$ cat src/hw/rtl/spq_pkg.sv
// spq_pkg: shared types and codes for the sorted priority queue
// used by spq_cell and sorted_priority_queue_core; depends on nothing
package spq_pkg;

  typedef enum logic [0:0] {
    CMD_INSERT = 1'b0,
    CMD_REMOVE = 1'b1
  } cmd_t;

  typedef enum logic [1:0] {
    ST_INSERTED = 2'd0,
    ST_REMOVED  = 2'd1,
    ST_EMPTY    = 2'd2,
    ST_FULL     = 2'd3
  } status_t;

  // per-cycle command broadcast to every cell of the chain
  typedef struct packed {
    logic do_insert;
    logic do_remove;
  } cell_ctrl_t;

endpackage

$ cat src/hw/rtl/spq_cell.sv
// spq_cell: one slot of the sorted chain, holds a priority and a value
// depends on spq_pkg for the broadcast control struct
module spq_cell #(
  parameter int PRIORITY_BITS = 8
) (
  input  logic                     clk,
  input  spq_pkg::cell_ctrl_t      ctrl,
  input  logic [PRIORITY_BITS-1:0] new_prio,
  input  logic [31:0]              new_value,
  input  logic                     occupied,
  input  logic                     left_stays,
  input  logic [PRIORITY_BITS-1:0] left_prio,
  input  logic [31:0]              left_value,
  input  logic [PRIORITY_BITS-1:0] right_prio,
  input  logic [31:0]              right_value,
  output logic                     stays,
  output logic [PRIORITY_BITS-1:0] prio,
  output logic [31:0]              value
);

  logic [PRIORITY_BITS-1:0] prio_next;
  logic [31:0]              value_next;

  // equal priority stays ahead of the new entry, which keeps fifo order
  assign stays = occupied && (prio >= new_prio);

  always_comb begin
    prio_next  = prio;
    value_next = value;
    if (ctrl.do_insert && !stays) begin
      if (left_stays) begin
        prio_next  = new_prio;
        value_next = new_value;
      end else begin
        prio_next  = left_prio;
        value_next = left_value;
      end
    end else if (ctrl.do_remove) begin
      prio_next  = right_prio;
      value_next = right_value;
    end
  end

  always_ff @(posedge clk) begin
    prio  <= prio_next;
    value <= value_next;
  end

endmodule

$ cat src/hw/rtl/sorted_priority_queue_core.sv
// sorted_priority_queue_core: bounded priority queue as a chain of compare-and-shift cells
// depends on spq_pkg and spq_cell
//
//  channel | valid    | stall     | payload
//  --------+----------+-----------+-------------------------------------
//  in      | in_valid | in_stall  | cmd, item_value, item_priority
//  out     | out_valid| out_stall | out_value, status, occupancy
//
// one request per cycle while in_stall is low: every cell compares against the new priority in
// parallel and shifts toward its neighbor in the same cycle
// the result of a request appears on out in the cycle after it is accepted
// a new request is taken while the held result is taken in the same cycle
// rst (synchronous) empties the queue and drops any held result
module sorted_priority_queue_core #(
  parameter int CAPACITY      = 16,
  parameter int PRIORITY_BITS = 8
) (
  input  logic        clk,
  input  logic        rst,
  input  logic        in_valid,
  output logic        in_stall,
  input  logic        cmd,
  input  logic [31:0] item_value,
  input  logic [7:0]  item_priority,
  output logic        out_valid,
  input  logic        out_stall,
  output logic [31:0] out_value,
  output logic [1:0]  status,
  output logic [4:0]  occupancy
);

  localparam int CNT_W = $clog2(CAPACITY + 1);
  localparam logic [CNT_W-1:0] CAP_CNT = CNT_W'(CAPACITY);

  logic                     accept;
  logic                     is_insert;
  logic                     is_full;
  logic                     is_empty;
  logic [PRIORITY_BITS+7:0] prio_wide;
  logic [PRIORITY_BITS-1:0] new_prio;
  spq_pkg::cell_ctrl_t      ctrl;

  logic [CNT_W-1:0] count;
  logic [CNT_W-1:0] count_next;
  logic [CNT_W+4:0] count_wide;

  logic                     stays_w  [CAPACITY];
  logic [PRIORITY_BITS-1:0] prio_w   [CAPACITY];
  logic [31:0]              value_w  [CAPACITY];

  logic [1:0]  status_next;
  logic [31:0] out_value_next;

  assign in_stall  = out_valid && out_stall;
  assign accept    = in_valid && !in_stall;
  assign is_insert = (spq_pkg::cmd_t'(cmd) == spq_pkg::CMD_INSERT);
  assign is_full   = (count == CAP_CNT);
  assign is_empty  = (count == '0);

  // keep only the low PRIORITY_BITS bits of the priority
  assign prio_wide = {{PRIORITY_BITS{1'b0}}, item_priority};
  assign new_prio  = prio_wide[PRIORITY_BITS-1:0];

  assign ctrl.do_insert = accept && is_insert && !is_full;
  assign ctrl.do_remove = accept && !is_insert && !is_empty;

  for (genvar i = 0; i < CAPACITY; i++) begin : g_cell
    localparam logic [CNT_W-1:0] IDX = CNT_W'(i);
    logic                     occupied;
    logic                     left_stays;
    logic [PRIORITY_BITS-1:0] left_prio;
    logic [31:0]              left_value;
    logic [PRIORITY_BITS-1:0] right_prio;
    logic [31:0]              right_value;

    assign occupied = (IDX < count);

    if (i == 0) begin : g_head
      assign left_stays = 1'b1;
      assign left_prio  = new_prio;
      assign left_value = item_value;
    end else begin : g_body
      assign left_stays = stays_w[i-1];
      assign left_prio  = prio_w[i-1];
      assign left_value = value_w[i-1];
    end

    if (i == CAPACITY - 1) begin : g_tail
      assign right_prio  = '0;
      assign right_value = '0;
    end else begin : g_inner
      assign right_prio  = prio_w[i+1];
      assign right_value = value_w[i+1];
    end

    spq_cell #(
      .PRIORITY_BITS(PRIORITY_BITS)
    ) u_cell (
      .clk        (clk),
      .ctrl       (ctrl),
      .new_prio   (new_prio),
      .new_value  (item_value),
      .occupied   (occupied),
      .left_stays (left_stays),
      .left_prio  (left_prio),
      .left_value (left_value),
      .right_prio (right_prio),
      .right_value(right_value),
      .stays      (stays_w[i]),
      .prio       (prio_w[i]),
      .value      (value_w[i])
    );
  end

  always_comb begin
    count_next     = count;
    out_value_next = '0;
    if (is_insert) begin
      if (is_full) begin
        status_next = spq_pkg::ST_FULL;
      end else begin
        status_next = spq_pkg::ST_INSERTED;
        count_next  = count + 1'b1;
      end
    end else begin
      if (is_empty) begin
        status_next = spq_pkg::ST_EMPTY;
      end else begin
        status_next    = spq_pkg::ST_REMOVED;
        out_value_next = value_w[0];
        count_next     = count - 1'b1;
      end
    end
  end

  assign count_wide = {5'b0, count_next};

  always_ff @(posedge clk) begin
    if (rst) begin
      count     <= '0;
      out_valid <= 1'b0;
    end else begin
      if (accept) begin
        count     <= count_next;
        out_valid <= 1'b1;
      end else if (!out_stall) begin
        out_valid <= 1'b0;
      end
    end
  end

  always_ff @(posedge clk) begin
    if (accept) begin
      out_value <= out_value_next;
      status    <= status_next;
      occupancy <= count_wide[4:0];
    end
  end

  a_count_bound: assert property (@(posedge clk) disable iff (rst)
    count <= CAP_CNT)
    else $error("queue count above capacity");

  a_insert_grows: assert property (@(posedge clk) disable iff (rst)
    accept && is_insert && !is_full |=> count == CNT_W'($past(count) + 1'b1))
    else $error("insert did not add an entry");

  a_remove_empty: assert property (@(posedge clk) disable iff (rst)
    accept && !is_insert && is_empty |=>
      out_valid && status == spq_pkg::ST_EMPTY && out_value == '0 && count == '0)
    else $error("remove on empty reported wrongly");

  a_remove_head: assert property (@(posedge clk) disable iff (rst)
    accept && !is_insert && !is_empty |=> out_value == $past(value_w[0]))
    else $error("remove did not return the head value");

endmodule
$ cat config.mk
export PLATFORM = sky130hd
export DESIGN_NAME = sorted_priority_queue_core
export DESIGN_NICKNAME = d
export VERILOG_FILES = /design/src/hw/rtl/spq_pkg.sv /design/src/hw/rtl/spq_cell.sv /design/src/hw/rtl/sorted_priority_queue_core.sv
export SDC_FILE = /design/constraint.sdc
export NUM_CORES = 2
export LEC_CHECK = 0
export ABC_CLOCK_PERIOD_IN_PS = 6700
export BUFFER_PORTS_ARGS = -buffer_cell sky130_fd_sc_hd__buf_2
export CORE_UTILIZATION = 55
export CTS_BUF_LIST = sky130_fd_sc_hd__clkbuf_16
export CTS_CLUSTER_DIAMETER = 150
export DETAILED_ROUTE_END_ITERATION = 6
export GPL_TIMING_DRIVEN = 1
export PLACE_DENSITY = 0.77
export RECOVER_POWER = 100
export SETUP_SLACK_MARGIN = 0.3
export SYNTH_ARGS = -nofsm -noshare
export SYNTH_HDL_FRONTEND = slang
export SYNTH_SLANG_ARGS = --single-unit
$ cat constraint.sdc
create_clock -name clk -period 6.7 [get_ports clk]
set_input_delay 1.675 -clock clk [delete_from_list [all_inputs] [get_ports clk]]
set_output_delay 1.675 -clock clk [all_outputs]
set_load 0.02 [all_outputs]
==> flow_metrics.py <==
metrics = {
    "detailed_routing": {
        "dr.pass1.iters": 7,
        "vias_per_cell": 6.48,
        "dr.first_iter.drc_count": 3174,
        "post_drt_wl_per_cell_um": 25.0,
        "vias": 26700,
        "drcViolationCount": 18,
        "ant_nets": 0,
        "routed_wl_um": 103000,
    },
    "synthesis": {
        "syn_area_mm2": 0.0367,
        "yosys_warnings": 0,
        "yosys_register_bits": 685,
        "synth_edf_count": 679,
        "synthFlopType": "edfxtp_1",
        "synth.distinct_cells": 50,
        "syn-instance-count": 3208,
        "synth.area.top_cells": "edfxtp_1 55%, mux2i_1 16%, o21ai_0 5.8%",
        "synth_fp_nets": 3385,
        "synth_top_cell_by_area": "edfxtp_1",
        "syn_area_per_cell_um2": 11.5,
        "synthArstFlopShare": 0,
        "synth-seq-area-share": 0.558,
        "synth_top_area_share": 0.555,
    },
    "global_routing": {
        "grt_overflow_total": 0,
        "grt_pass1_wl_um": 157000,
        "antenna_found_initial": 1,
        "grt_pass1_vias": 26900,
        "grt_start_max_net_pins": 81,
        "grt_usage": 0.303,
    },
    "layout": {
        "finalNetCount": 3380,
        "area_growth_pct": 9.36,
        "drive_gt1_frac": 0.0816,
        "postLayoutCoreUtil": 0.609,
        "diodes": 0,
    },
    "sta": {
        "slew_viol_final": 320,
        "timing.slew.headroom": -0.421,
        "tns_ns": 0,
        "fin_crit_sh": 0.864,
        "hold_violations": 0,
        "skew_ns": 0.0293,
        "fin_crit_ns": 5.79,
        "setup_violations": 0,
        "worst_pin_slew_ns": 2.13,
        "rsz0062_at_grt": "no",
        "fmax_ghz": 0.173,
    },
    "floorplanning": {
        "fp.coreArea_mm2": 0.0660,
        "fp.dieH_um": 260,
        "rows": 94,
        "ios": 86,
        "dieArea_mm2": 0.0678,
        "start_util": 0.557,
        "die_w_um": 260,
    },
    "clock_network": {
        "cts_setup_buffers": 0,
        "clk_pin_slew_worst_paths_ns": 0.06,
        "holdBufCountCts": 0,
        "cts_buffers": 74,
        "clockRootBuffer": "clkbuf_16",
        "cts_tree": "yes",
        "cts_max_level": 3,
        "clock_latency_ns": 0.65,
        "cts.sinks": 685,
        "clockBufferDepth": 3,
        "cts_resized": 0,
    },
    "setup_path": {
        "critPathKind": "in2reg",
        "end_kind": "flop",
        "worstPathRequired_ns": 7.03,
        "critPathLaunch": "item_priority[4]",
        "cp.arrival_ns": 6.12,
        "cp-start-kind": "primary input",
        "worstReg2RegStart": "count[0]",
        "critPathMaxFanout": 40,
    },
    "pwr": {
        "powerDensity_mw_per_mm2": 319,
        "irDropWorstVdd_mv": 0.173,
        "leakage_nw": 14.8,
        "finalPower_w": 0.0128,
    },
    "hold_path": {
        "hold_path.class": "reg2reg",
        "holdCritStartpoint": "g_cell[0].u_cell.value[20]",
    },
    "placed_design": {
        "io_buffers": 85,
        "dp_hpwl_um": 62300,
        "gp_congestion": 0.957,
    },
    "run_status": {
        "violations": "DRC, capacitance limit, slew limit",
        "outcome": "finished with violations",
    },
    "flow_run": {
        "cap_violations": 9,
    },
}
sequential cells by signal, summed over array words and instances, names as in the netlist:
register             count
count                    5
out_valid                1
g_cell.u_cell.prio     128
g_cell.u_cell.value    512
out_value               32
occupancy                5
status                   2
cell type report:
type,instances,area [um2]
multi-input combinational,2246,15200
fill,5181,25800
clock buffer,74,1850
clock inverter,59,453
tap,864,1080
timing repair buffer,156,936
inverter,40,150
sequential,685,20500
metal layers:
metal,vias to the layer above,track usage,share of wire,wire [um]
met3,235,0.0521,0.094,9650
met5,-,0,0,0
met4,0,0.114,0.036,3670
li1,11700,-,-,-
met1,13400,0.415,0.41,42200
met2,1399,0.482,0.46,47500
cells in the mapped netlist, drive strengths merged (2+ instances only):
| library cell | count |
|---|---|
| a2111o | 10 |
| a2111oi | 5 |
| a211o | 2 |
| a211oi | 3 |
| a21o | 7 |
| a21oi | 186 |
| a221oi | 4 |
| a2bb2oi | 2 |
| a31oi | 3 |
| and2 | 37 |
| buf | 105 |
| clkbuf | 132 |
| dfxtp | 6 |
| edfxtp | 679 |
| ha | 132 |
| inv | 40 |
| mux2 | 40 |
| mux2i | 596 |
| nand2 | 479 |
| nand2b | 23 |
| nand3 | 4 |
| nand4 | 11 |
| nor2 | 195 |
| nor3 | 4 |
| o21a | 3 |
| o21ai | 482 |
| o311ai | 2 |
| o31ai | 2 |
| xnor2 | 4 |
critical path, cell delays in order:
cell	delay (ns)
clkbuf_1	0.84
inv_1	0.64
ha_1	0.47
nand2_1	0.06
a211o_1	0.31
o31ai_4	0.18
clkbuf_2	1.39
mux2i_1	0.34
o21ai_0	0.13
cell usage in the layout (no fill, tap or decap), drive strengths merged, types with 2 or more instances in the layout:
| cell | netlist | final |
|---|---|---|
| o21ai | 482 | 482 |
| nand4 | 11 | 11 |
| nand2b | 23 | 23 |
| o21a | 3 | 3 |
| inv | 40 | 59 |
| o31ai | 2 | 2 |
| edfxtp | 679 | 679 |
| bufinv | 0 | 4 |
| clkinvlp | 0 | 2 |
| ha | 132 | 132 |
| and2 | 37 | 37 |
| mux2i | 596 | 596 |
| a21o | 7 | 7 |
| a211oi | 3 | 3 |
| dfxtp | 6 | 6 |
| a2bb2oi | 2 | 2 |
| clkbuf | 132 | 131 |
| a31oi | 3 | 3 |
| a211o | 2 | 2 |
| a21oi | 186 | 186 |
| clkinv | 0 | 34 |
| nand3 | 4 | 4 |
| buf | 105 | 99 |
| nand2 | 479 | 479 |
| a221oi | 4 | 4 |
| xnor2 | 4 | 4 |
| nor2 | 195 | 195 |
| nor3 | 4 | 4 |
| a2111o | 10 | 10 |
| o311ai | 2 | 2 |
| mux2 | 40 | 40 |
| a2111oi | 5 | 5 |
where the power goes:
part | total (W) | leakage, nW | switching, W | internal, W
clock network | 0.00396 | 1.19 | 0.00177 | 0.00218
registers | 0.00609 | 6.49 | 0.000398 | 0.00569
logic | 0.00276 | 7.13 | 0.00183 | 0.000934
kinds of logic after synthesis:
| group | after synthesis | share of synthesized area |
|---|---|---|
| AO/OA/AOI/OAI | 717 | 0.105 |
| XOR/XNOR | 4 | 0.000953 |
| adder cells (fa/ha/maj) | 132 | 0.0450 |
| buffers and inverters | 277 | 0.0333 |
| flip-flops | 685 | 0.558 |
| multiplexers | 636 | 0.175 |
| AND/OR/NAND/NOR | 757 | 0.0830 |
through the flow:
stage	instance area, um2	hold WS [ns]	worst slack, ns	cells
after floorplan	36700	0.521	1.81	3208
after global placement	38100	0.531	1.32	3991
after detailed placement	38100	0.540	1.24	3991
after CTS	40400	0.554	1.91	4124
after global routing	40200	0.570	0.890	4124
final	40200	0.548	0.911	4124
final timing paths:
check / slack (ns) / depth (start not counted) / endpoint
max: 0.91 / 9 / g_cell[11].u_cell.value[13]
min: 0.55 / 1 / out_value[20]
max reg2reg: 1.21 / 7 / g_cell[5].u_cell.value[16]
min reg2reg: 0.55 / 1 / out_value[20]
(Power assumes the default switching activity.)
